<file path="config.mk">
export PLATFORM = sky130hd
export DESIGN_NAME = fat_chain_allocator
export DESIGN_NICKNAME = d
export VERILOG_FILES = /design/src/design/fat_pkg.sv /design/src/design/fat_link_ram.sv /design/src/design/fat_need_calc.sv /design/src/design/fat_chain_allocator.sv
export VERILOG_INCLUDE_DIRS = /design/src /design/src/design
export SDC_FILE = /design/constraint.sdc
export NUM_CORES = 1
export LEC_CHECK = 0
export ABC_AREA = 1
export BUFFER_PORTS_ARGS = -buffer_cell sky130_fd_sc_hd__buf_2
export CORE_MARGIN = 2
export CORE_UTILIZATION = 40
export DETAILED_ROUTE_END_ITERATION = 10
export GPL_TIMING_DRIVEN = 0
export PLACE_DENSITY = 0.68
export SLEW_MARGIN = 30
export SYNTH_ARGS = -nofsm -noshare
export SYNTH_HDL_FRONTEND = slang
export SYNTH_HIERARCHICAL = 1
export SYNTH_SLANG_ARGS = --single-unit
</file>
<file path="constraint.sdc">
create_clock -name i_clk -period 3 [get_ports i_clk]
set_input_delay 0.6 -clock i_clk [delete_from_list [all_inputs] [get_ports i_clk]]
set_output_delay 0.6 -clock i_clk [all_outputs]
set_load 0.02 [all_outputs]
</file>
<file path="src/design/fat_chain_allocator_defines.svh">
// Assertion helpers shared by the allocator RTL.
// Each expects i_clk and i_rst_n in scope.
`ifndef FAT_CHAIN_ALLOCATOR_DEFINES_SVH
`define FAT_CHAIN_ALLOCATOR_DEFINES_SVH

// Same-cycle implication.
`define FAT_ASSERT_IMP(lbl, ante, cons, msg) \
    lbl: assert property (@(posedge i_clk) disable iff (!i_rst_n) (ante) |-> (cons)) \
        else $error(msg);

// Next-cycle implication.
`define FAT_ASSERT_NXT(lbl, ante, cons, msg) \
    lbl: assert property (@(posedge i_clk) disable iff (!i_rst_n) (ante) |=> (cons)) \
        else $error(msg);

`endif

</file>
<file path="src/design/fat_pkg.sv">
package fat_pkg;

    localparam int LEN_W = 11;  // byte_length field
    localparam int BLK_W = 5;   // block number fields
    localparam int CNT_W = 6;   // block_count field

    typedef enum logic [1:0] {
        ST_OK        = 2'd0,
        ST_NO_SPACE  = 2'd1,
        ST_BAD_START = 2'd2
    } t_status;

endpackage

</file>
<file path="src/design/fat_link_ram.sv">
// Link table storage: one write port, one read port, registered read data.
// No reset: a link is only ever read for an in-use block, and allocation
// writes the link of every block it takes.
module fat_link_ram #(
    parameter int DEPTH = 32,
    parameter int AW    = 5,
    parameter int DW    = 6
) (
    input  logic          i_clk,
    input  logic          i_wr_en,
    input  logic [AW-1:0] i_wr_addr,
    input  logic [DW-1:0] i_wr_data,
    input  logic          i_rd_en,
    input  logic [AW-1:0] i_rd_addr,
    output logic [DW-1:0] o_rd_data
);

    logic [DW-1:0] r_mem [DEPTH];
    logic [DW-1:0] r_rd_data;

    always_ff @(posedge i_clk) begin
        if (i_wr_en) begin
            r_mem[i_wr_addr] <= i_wr_data;
        end
        if (i_rd_en) begin
            r_rd_data <= r_mem[i_rd_addr];
        end
    end

    assign o_rd_data = r_rd_data;

endmodule

</file>
<file path="src/design/fat_need_calc.sv">
// Blocks needed for a length: max(1, ceil(len / BLOCK_BYTES)), done as a
// multiply by a scaled reciprocal. Exact for every 11-bit length.
// Product registered on i_load; need and the space check are valid after.
module fat_need_calc #(
    parameter int NUM_BLOCKS  = 32,
    parameter int BLOCK_BYTES = 32
) (
    input  logic                               i_clk,
    input  logic                               i_load,
    input  logic [fat_pkg::LEN_W-1:0]          i_byte_length,
    input  logic [$clog2(NUM_BLOCKS+1)-1:0]    i_free_cnt,
    output logic [$clog2(NUM_BLOCKS+1)-1:0]    o_need,
    output logic                               o_no_space
);

    localparam int CW = $clog2(NUM_BLOCKS + 1);
    localparam int XW = $clog2((2 ** fat_pkg::LEN_W) - 1 + BLOCK_BYTES);
    localparam int K  = XW + $clog2(BLOCK_BYTES);
    localparam longint unsigned RECIP = ((64'd1 << K) + BLOCK_BYTES - 1) / BLOCK_BYTES;
    localparam int MW = $clog2(RECIP + 1);
    localparam int PW = XW + MW;

    logic [XW-1:0] x;
    logic [PW-1:0] r_prod;
    logic [XW-1:0] quot;
    logic [XW-1:0] need;

    assign x = XW'(i_byte_length) + XW'(BLOCK_BYTES - 1);

    always_ff @(posedge i_clk) begin
        if (i_load) begin
            r_prod <= PW'(x) * PW'(RECIP);
        end
    end

    assign quot       = XW'(r_prod >> K);
    assign need       = (quot == '0) ? XW'(1) : quot;
    assign o_no_space = 32'(need) > 32'(i_free_cnt);
    assign o_need     = CW'(need);

endmodule

</file>
<file path="src/design/fat_chain_allocator.sv">
// Block chain allocator for a file allocation table.
// Input channel (i_valid/o_ready): i_func 0 allocates a chain for
// i_byte_length bytes, 1 frees the chain that starts at i_chain_start.
// Output channel (o_valid/i_ready): one result transaction per input
// transaction with status, first and last block and block count.
// One transaction is worked on at a time; o_ready is high only when idle.
// Allocate: the request is taken and sized, then a first-fit scan of one
// block per cycle runs up to the highest block taken, then the chain is
// closed and the result handed over. Free: the walk follows the chain
// through the registered link table read, releasing each block and clearing
// its link, then hands over the result. A rejected request goes straight to
// hand-over; a no-space request is sized first.
// The in-use bitmap is in flops and is cleared at reset; no clearing pass.
// A finished result waits in the output register while the next transaction
// is taken; if the receiver stalls, the next result holds until it drains.
`include "fat_chain_allocator_defines.svh"

module fat_chain_allocator #(
    parameter int NUM_BLOCKS  = 32,
    parameter int BLOCK_BYTES = 32
) (
    input  logic                        i_clk,
    input  logic                        i_rst_n,
    input  logic                        i_valid,
    output logic                        o_ready,
    input  logic                        i_func,
    input  logic [fat_pkg::LEN_W-1:0]   i_byte_length,
    input  logic [fat_pkg::BLK_W-1:0]   i_chain_start,
    output logic                        o_valid,
    input  logic                        i_ready,
    output logic [1:0]                  o_status,
    output logic [fat_pkg::BLK_W-1:0]   o_first_block,
    output logic [fat_pkg::BLK_W-1:0]   o_last_block,
    output logic [fat_pkg::CNT_W-1:0]   o_block_count
);

    localparam int BW = (NUM_BLOCKS > 1) ? $clog2(NUM_BLOCKS) : 1;
    localparam int LW = $clog2(NUM_BLOCKS + 1);
    localparam int CW = $clog2(NUM_BLOCKS + 1);
    localparam logic [LW-1:0] END_LINK = LW'(NUM_BLOCKS);

    typedef enum logic [5:0] {
        S_IDLE = 6'b000001,
        S_NEED = 6'b000010,
        S_SCAN = 6'b000100,
        S_TERM = 6'b001000,
        S_WALK = 6'b010000,
        S_DONE = 6'b100000
    } t_state;

    t_state                    r_state, n_state;
    logic [NUM_BLOCKS-1:0]     r_in_use, n_in_use;
    logic [CW-1:0]             r_free_cnt, n_free_cnt;
    logic [BW-1:0]             r_idx, n_idx;
    logic [BW-1:0]             r_prev, n_prev;
    logic [BW-1:0]             r_cur, n_cur;
    logic [CW-1:0]             r_taken, n_taken;
    logic [CW-1:0]             r_need, n_need;
    logic [CW-1:0]             r_cnt, n_cnt;
    fat_pkg::t_status          r_res_status, n_res_status;
    logic [fat_pkg::BLK_W-1:0] r_res_first, n_res_first;
    logic [fat_pkg::BLK_W-1:0] r_res_last, n_res_last;
    logic [fat_pkg::CNT_W-1:0] r_res_cnt, n_res_cnt;
    logic                      r_out_valid, n_out_valid;
    fat_pkg::t_status          r_out_status;
    logic [fat_pkg::BLK_W-1:0] r_out_first, r_out_last;
    logic [fat_pkg::CNT_W-1:0] r_out_cnt;
    logic                      out_load;

    logic          wr_en, rd_en;
    logic [BW-1:0] wr_addr, rd_addr;
    logic [LW-1:0] wr_data, rd_data;

    logic          need_load, no_space;
    logic [CW-1:0] need;

    logic [BW-1:0] start_idx, nxt_idx;
    logic          start_ok, nxt_stop;

    assign o_ready   = (r_state == S_IDLE);
    assign need_load = o_ready && i_valid && !i_func;

    assign start_idx = BW'(i_chain_start);
    assign start_ok  = (32'(i_chain_start) < NUM_BLOCKS) && r_in_use[start_idx];

    // A link back to the block being freed counts as the end, so a self link ends the walk.
    assign nxt_idx  = rd_data[BW-1:0];
    assign nxt_stop = (32'(rd_data) >= NUM_BLOCKS) || (nxt_idx == r_cur)
                      || !r_in_use[nxt_idx];

    fat_need_calc #(
        .NUM_BLOCKS  (NUM_BLOCKS),
        .BLOCK_BYTES (BLOCK_BYTES)
    ) u_need (
        .i_clk         (i_clk),
        .i_load        (need_load),
        .i_byte_length (i_byte_length),
        .i_free_cnt    (r_free_cnt),
        .o_need        (need),
        .o_no_space    (no_space)
    );

    fat_link_ram #(
        .DEPTH (NUM_BLOCKS),
        .AW    (BW),
        .DW    (LW)
    ) u_links (
        .i_clk     (i_clk),
        .i_wr_en   (wr_en),
        .i_wr_addr (wr_addr),
        .i_wr_data (wr_data),
        .i_rd_en   (rd_en),
        .i_rd_addr (rd_addr),
        .o_rd_data (rd_data)
    );

    always_comb begin
        n_state      = r_state;
        n_in_use     = r_in_use;
        n_free_cnt   = r_free_cnt;
        n_idx        = r_idx;
        n_prev       = r_prev;
        n_cur        = r_cur;
        n_taken      = r_taken;
        n_need       = r_need;
        n_cnt        = r_cnt;
        n_res_status = r_res_status;
        n_res_first  = r_res_first;
        n_res_last   = r_res_last;
        n_res_cnt    = r_res_cnt;
        n_out_valid  = r_out_valid && !i_ready;
        out_load     = 1'b0;
        wr_en        = 1'b0;
        wr_addr      = r_prev;
        wr_data      = END_LINK;
        rd_en        = 1'b0;
        rd_addr      = nxt_idx;

        case (r_state)
            S_IDLE: begin
                if (i_valid) begin
                    n_res_first = i_chain_start;
                    if (!i_func) begin
                        n_state = S_NEED;
                    end else if (start_ok) begin
                        rd_en   = 1'b1;
                        rd_addr = start_idx;
                        n_cur   = start_idx;
                        n_cnt   = '0;
                        n_state = S_WALK;
                    end else begin
                        n_res_status = fat_pkg::ST_BAD_START;
                        n_res_last   = '0;
                        n_res_cnt    = '0;
                        n_state      = S_DONE;
                    end
                end
            end
            S_NEED: begin
                if (no_space) begin
                    n_res_status = fat_pkg::ST_NO_SPACE;
                    n_res_first  = '0;
                    n_res_last   = '0;
                    n_res_cnt    = '0;
                    n_state      = S_DONE;
                end else begin
                    n_need  = need;
                    n_idx   = '0;
                    n_taken = '0;
                    n_state = S_SCAN;
                end
            end
            S_SCAN: begin
                // Link the previous block to this one as it is found; the
                // end marker goes on the last block in S_TERM.
                if (!r_in_use[r_idx]) begin
                    n_in_use[r_idx] = 1'b1;
                    n_free_cnt      = r_free_cnt - CW'(1);
                    if (r_taken == '0) begin
                        n_res_first = fat_pkg::BLK_W'(r_idx);
                    end else begin
                        wr_en   = 1'b1;
                        wr_addr = r_prev;
                        wr_data = LW'(r_idx);
                    end
                    n_prev  = r_idx;
                    n_taken = r_taken + CW'(1);
                    if (r_taken + CW'(1) == r_need) begin
                        n_state = S_TERM;
                    end
                end
                n_idx = r_idx + BW'(1);
            end
            S_TERM: begin
                wr_en        = 1'b1;
                wr_addr      = r_prev;
                wr_data      = END_LINK;
                n_res_status = fat_pkg::ST_OK;
                n_res_last   = fat_pkg::BLK_W'(r_prev);
                n_res_cnt    = fat_pkg::CNT_W'(r_taken);
                n_state      = S_DONE;
            end
            S_WALK: begin
                // rd_data is the link of r_cur. The write to r_cur and the
                // read of the next block never hit the same entry while the
                // walk goes on.
                wr_en           = 1'b1;
                wr_addr         = r_cur;
                wr_data         = END_LINK;
                n_in_use[r_cur] = 1'b0;
                n_free_cnt      = r_free_cnt + CW'(1);
                n_cnt           = r_cnt + CW'(1);
                if (nxt_stop || (r_cnt == CW'(NUM_BLOCKS - 1))) begin
                    n_res_status = fat_pkg::ST_OK;
                    n_res_last   = fat_pkg::BLK_W'(r_cur);
                    n_res_cnt    = fat_pkg::CNT_W'(r_cnt + CW'(1));
                    n_state      = S_DONE;
                end else begin
                    rd_en   = 1'b1;
                    rd_addr = nxt_idx;
                    n_cur   = nxt_idx;
                end
            end
            S_DONE: begin
                if (!r_out_valid || i_ready) begin
                    out_load    = 1'b1;
                    n_out_valid = 1'b1;
                    n_state     = S_IDLE;
                end
            end
            default: begin
                n_state = S_IDLE;
            end
        endcase
    end

    always_ff @(posedge i_clk) begin
        if (!i_rst_n) begin
            r_state     <= S_IDLE;
            r_in_use    <= '0;
            r_free_cnt  <= CW'(NUM_BLOCKS);
            r_idx       <= '0;
            r_prev      <= '0;
            r_cur       <= '0;
            r_taken     <= '0;
            r_need      <= '0;
            r_cnt       <= '0;
            r_out_valid <= 1'b0;
        end else begin
            r_state     <= n_state;
            r_in_use    <= n_in_use;
            r_free_cnt  <= n_free_cnt;
            r_idx       <= n_idx;
            r_prev      <= n_prev;
            r_cur       <= n_cur;
            r_taken     <= n_taken;
            r_need      <= n_need;
            r_cnt       <= n_cnt;
            r_out_valid <= n_out_valid;
        end
    end

    always_ff @(posedge i_clk) begin
        r_res_status <= n_res_status;
        r_res_first  <= n_res_first;
        r_res_last   <= n_res_last;
        r_res_cnt    <= n_res_cnt;
        if (out_load) begin
            r_out_status <= r_res_status;
            r_out_first  <= r_res_first;
            r_out_last   <= r_res_last;
            r_out_cnt    <= r_res_cnt;
        end
    end

    assign o_valid       = r_out_valid;
    assign o_status      = r_out_status;
    assign o_first_block = r_out_first;
    assign o_last_block  = r_out_last;
    assign o_block_count = r_out_cnt;

    `FAT_ASSERT_IMP(a_free_cnt_matches, 1'b1,
        ($countones(r_in_use) + 32'(r_free_cnt)) == NUM_BLOCKS,
        "free block count out of step with in-use bitmap")
    `FAT_ASSERT_IMP(a_walk_in_use, r_state == S_WALK, r_in_use[r_cur],
        "free walk on a block that is not in use")
    `FAT_ASSERT_IMP(a_scan_bound, r_state == S_SCAN, r_taken < r_need,
        "allocation scan took more blocks than requested")
    `FAT_ASSERT_IMP(a_no_space_zero, o_valid && (o_status == fat_pkg::ST_NO_SPACE),
        (o_block_count == '0) && (o_last_block == '0) && (o_first_block == '0),
        "no-space result carries block data")
    `FAT_ASSERT_NXT(a_done_holds, (r_state == S_DONE) && r_out_valid && !i_ready,
        (r_state == S_DONE) && r_out_valid,
        "result overwrote a stalled output")

endmodule
</file>
Yosys cells after proc, flatten, opt, wreduce, memory -nomap -nowiden
Memories as Yosys holds them, arrays and structs flattened. A register that Yosys moved wholly into a read port is not among the register bits.
Index checks and enable logic that the tools add are counted.
{ "totals": {"regBits": 126, "mem_bits_rw": 192, "in_bits": 21, "out_inout_bits": 20, "word_cells": 173, "n_memories": 1} }
{ "mem_list": {"columns": ["name", "words", "width", "read_ports", "rd_clocked_by_memory_dff", "wr", "line_no", "source"], "rows": [
  ["u_links.r_mem", 32, 6, 1, 1, 1, "fat_link_ram.sv:18", "logic [DW-1:0] r_mem [DEPTH];"]
]} }
{ "classes": {"addsub": 6, "magnitude_cmp": 8, "n_eq_ne": 21, "mux": 82, "bitwise_logic": 5, "n_reduce_logical": 31} }
{ "ops": {"columns": ["cell", "count"], "rows": [
  ["$mux 6", 22],
  ["$mux 5", 18],
  ["$pmux 32 s2", 1],
  ["$pmux 6 s2", 3],
  ["$pmux 6 s6", 1],
  ["$and 32x32->32", 1],
  ["$mux 32", 1],
  ["$not 32->32", 1],
  ["$or 32x32->32", 1],
  ["$lt 5x6->1 const B", 4],
  ["$pmux 6 s4", 1],
  ["$ne 2x2->1 const B", 10],
  ["$pmux 5 s2", 2],
  ["$pmux 5 s4", 1],
  ["$add 6x1->6 const B", 3],
  ["$mux 1", 17],
  ["$bmux 1 s5", 3],
  ["$pmux 5 s3", 1],
  ["$reduce_and 5->1", 3],
  ["$add 11x5->12 const B", 1],
  ["$eq 6x5->1 const B", 2],
  ["$gt 12x6->1", 1],
  ["$logic_not 12->1", 1],
  ["$demux 1 s5", 2],
  ["other kinds (29)", 52]
]} }

Logic depth before layout (Yosys ltp)
{ "logic_depth": {"depth_word": 7, "ltp_mapped": 25, "ltp_nobuf": 20} }

Cells and area by module
The synthesis kept the hierarchy.
{ "by_module_without_submodules": {"columns": ["mod", "instances", "cells_each", "area_each_um2", "seq_area_each_um2"], "rows": [
  ["fat_link_ram", 1, 704, 8137.8, 5945.7],
  ["fat_chain_allocator", 1, 935, 6461.2, 2642.5],
  ["fat_need_calc", 1, 85, 609.3, 210.2]
]} }

Worst setup path before layout
No wires, ideal clock.
{ "synth_timing": {"path_type": "input to register", "start": "input port i_chain_start[0] (netlist name)", "end": "register u_links.r_rd_data[0], in the netlist u_links/o_rd_data[0] (read register of u_links.r_mem) (data pin)", "setup_ns": 0.253, "arrival_time_ns": 2.870, "required_ns": 2.747, "setup_slack_ns": -0.123, "cell_stages": 21, "path_buffers": 4, "path_cell_list": "buf_2 > clkinv_1 > nand2_1 > nand3_1 > nand3_1 > nand3_1 > nand2_1 > nand2_1 > nand2_1 > nand2_1 > buf_2 > o21ai_0 > buf_2 > buf_2 > nand3_1 > nand3_1 > nand2_1 > nand2_1 > nand2_1 > nand2_1 > nand2_1"} }
{ "synth_between": {"elab_chain_cells": 6, "word_cells_on_any_way": 10, "classes_between": "mux (10)"} }
{ "synth_lines": {"columns": ["element", "line_no", "source"], "rows": [
  ["start, declared", "fat_chain_allocator.sv:28", "input logic [fat_pkg::BLK_W-1:0] i_chain_start,"],
  ["$bmux 1 s5", "fat_chain_allocator.sv:84", "assign start_ok = (32'(i_chain_start) < NUM_BLOCKS) && r_in_use[start_idx];"],
  ["$mux 1 (not written as such)", "fat_chain_allocator.sv:84", null],
  ["$mux 5", "fat_chain_allocator.sv:145", "end else if (start_ok) begin"],
  ["$mux 5", "fat_chain_allocator.sv:143", "if (!i_func) begin"],
  ["$mux 5", "fat_chain_allocator.sv:141", "if (i_valid) begin"],
  ["$mux 5", null, null],
  ["net rd_addr[1]", "fat_chain_allocator.sv:71", "logic [BW-1:0] wr_addr, rd_addr;"],
  ["end, declared", "fat_link_ram.sv:19", "logic [DW-1:0] r_rd_data;"]
]} }
The timed path passes the listed nets, and every way through them passes these cells. The select of a mux whose other input is x is not followed.
A chain may end at the register's enable or synchronous reset.

Final worst setup path
{ "layout_timing": {"start": "register r_state[4]", "end": "register u_links.r_rd_data[1], in the netlist u_links/o_rd_data[1] (read register of u_links.r_mem) (data pin)"} }
{ "layout_between": {"elab_chain_cells": 2, "word_cells_on_any_way": 4, "classes_between": "eq/ne (2); mux (2)"} }
{ "layout_lines": {"columns": ["element", "line_no", "source"], "rows": [
  ["start, declared", "fat_chain_allocator.sv:51", "t_state r_state, n_state;"],
  ["start signal, assigned", "fat_chain_allocator.sv:250", "r_state <= n_state;"],
  ["$eq 6x1->1", "fat_chain_allocator.sv:139", "case (r_state)"],
  ["$mux 5", null, null],
  ["net rd_addr[2]", "fat_chain_allocator.sv:71", null]
]} }
The timed path passes the listed nets, and every way through them passes these cells.

==> results.md <==
- Status: finished clean
- Initial antenna violation count: 0
- Longest Clk Path Bufs: 3
- Critical Path Sink Type: register
- Kind of critical path: register to register
- Clock Pin Slew Worst Setup and Hold Paths: 60 ps
- Post-synthesis cell area: 15,200 sq um
- Post-synth ARST share: 0%
- Antenna Nets Post-Route: 0
- Final Util: 48.0%
- Slew HR: 43.1%
- Worst Clk Skew: 19.9 ps
- Routability cong.: 0.951
- CP Launch Type: register
- Area after DPL: 16,200 sq um
- GRT overflow: 0
- Initial DRC Count: 1,422
- Final setup fails: 0
- CTS tree: done
- Max-slew violations: 0
- Net Count, Synth: 1,763
- Mean area per synthesized cell: 8.82 sq um
- Clock latency on the worst-skew pair: 550 ps
- Library cells used by synthesis: 38
- PortBufs: 38
- Yosys warnings: 6
- Total number of vias: 12,618
- Full die area: 39,600 sq um
- Initial Util: 40.5%
- Core box area: 37,600 sq um
- Leakage: 7.07 nW
- Pwr Density: 544 nW/um^2
- TritonRoute pass-1 iters: 6
- H-tree depth: 2
- Post-Syn Instances: 1,724
- Vias in the first global route: 11,814
- Final net count: 1,863
- Design area: 18,000 sq um
- Required time of the critical path: 3290 ps
- WHS Path Cells: 3
- Die Height: 199 microns
- Dominant synthesized flop cell: edfxtp_1
- Hold slack: 349 ps
- Worst vdd ir: 0.359 mV
- GRT Util Overall: 22.4%
- CP Data Arrival Time: 3130 ps
- Most frequent cells in the layout: nand2_1 (545), nand3_1 (255), edfxtp_1 (241)
- DR DRC count: 0
- EDFF count, synth: 241
- Measured slew at the worst slew-check pin: 844 ps
- Worst min path class: input port to register
- CTS buffer count: 35
- Max cap viols: 0
- Commonest non-fill, non-tap cell in the layout: nand2_1
- Share of layout cells above drive strength 1: 14.8%
- Dpl hpwl: 30.8 mm
- Vias per std cell: 5.35
- Fmax: 0.353 GHz
- Final min period: 2830 ps
- Worst reg-to-reg path cell count: 18
- Clock sink total: 319
- Row Count: 71
- Maximum fanout along the worst path: 14
- Sequential share of the synthesized area: 57.9%
- Die width: 199 microns
- First-pass GRT wire length: 66.9 mm
- Total wire length: 44.2 mm
- Antenna Cells: 0
- Total chip power: 9.81 mW
- Root buffer cell: clkbuf_16
- Layout Area Growth over Synthesis: 18.7%
- Largest net degree at the start of global routing: 34
- # IOs: 41
- Final period util: 94.5%
- Final hold violations: 0
- Seq cells post-synth: 319
- Drt wl/cell: 18.8 microns
==> worst max-delay path, cell delays in order, from the launching register on <==
cell,delay (ps)
dfxtp_2,320
or2_1,230
inv_2,70
nand4_1,120
buf_4,170
nor2_4,90
nand2_2,90
inv_2,100
nand2_8,100
o21ai_0,220
clkbuf_4,260
inv_1,120
clkbuf_4,220
nand3_1,120
nand2_1,60
nand2_1,60
nand2_1,90
nand2_1,60
nand2_1,80
==> metrics by stage <==
step | instances | TNS, ps | setup slack [ps]
floorplan | 1724 | 0 | 6.88
detailed placement | 2279 | -227320 | -1250
CTS | 2349 | -3.26 | -3.26
global route | 2358 | -140 | -51.7
finish | 2358 | 0 | 165
global placement | 2273 | -493140 | -1690
==> cells by family (layout without fill, tap and decap cells) <==
| kind of cell | after synthesis | in the layout | synth area share, % |
|---|---|---|---|
| xor+xnor | 9 | 9 | 0.518 |
| compound gates | 162 | 162 | 5.73 |
| buf+inv | 237 | 360 | 6.90 |
| flops | 319 | 319 | 57.9 |
| fa+ha+maj | 18 | 18 | 1.53 |
| simple gates | 979 | 979 | 27.5 |
==> sequential cells by signal, summed over array words and instances (netlist names), 5 cells and up <==
| register | count |
|---|---|
| u_links/r_mem | 192 |
| r_in_use | 32 |
| u_need/r_prod | 7 |
| o_block_count | 6 |
| r_cnt | 6 |
| r_free_cnt | 6 |
| r_need | 6 |
| r_res_cnt | 6 |
| r_state | 6 |
| r_taken | 6 |
| u_links/o_rd_data | 6 |
| o_first_block | 5 |
| o_last_block | 5 |
| r_cur | 5 |
| r_idx | 5 |
| r_prev | 5 |
| r_res_first | 5 |
| r_res_last | 5 |
==> cells in the mapped netlist, types with 16 or more instances <==
master / instances / area share [%]
dfxtp_1: 78 / 10
o21ai_0: 59 / 1.9
clkbuf_1: 31 / 0.77
nand4_1: 16 / 0.66
ha_1: 17 / 1.4
nor3_1: 16 / 0.53
buf_2: 33 / 1.1
edfxtp_1: 241 / 48
inv_1: 136 / 3.4
nor2_1: 105 / 2.6
nand3_1: 269 / 8.9
nand2_1: 551 / 14
a21oi_1: 73 / 2.4
==> power breakdown <==
part | total (mW) | internal, mW | switching, mW
Clock | 4.13 | 2.39 | 1.74
Combinational | 0.865 | 0.290 | 0.575
Sequential | 4.82 | 4.79 | 0.0307
Total | 9.81 | 7.47 | 2.35
==> layout make-up <==
cell class                      instances  area [sq um]
Fill cell                            3439         19500
Timing Repair Buffer                   66           561
Clock inverter                         14           110
Multi-Input combinational cell       1168          5840
Clock buffer                           46           980
Sequential cell                       319          8800
Inverter                              148           564
Buffer                                 86           553
Tap cell                              511           639
==> what timing repair did <==
action,in CTS,in global routing
resized for setup,113,42
hold buffers,0,0
pin swaps,12,11
setup buffers,12,11
setup endpoints to repair,204,246
==> routing by layer <==
layer,vias up,part of all wire [%],GRT usage (%),wire (microns)
met5,-,0,0,0
met4,0,4.4,10.5,1940
met3,124,8.9,5.12,3920
met2,572,46,35.4,20400
met1,5941,41,29.4,18000
li1,5981,-,-,-
==> worst paths after layout <==
path | from | slack (ps) | to
worst min-delay path | i_byte_length[10] | 350 | u_need/r_prod[22]
worst min register to register | r_res_last[3] | 420 | o_last_block[3]
worst max register to register | r_state[4] | 170 | u_links/o_rd_data[1]
worst max-delay path | r_state[4] | 170 | u_links/o_rd_data[1]
No activity file was read; power rests on OpenSTA's default activity.
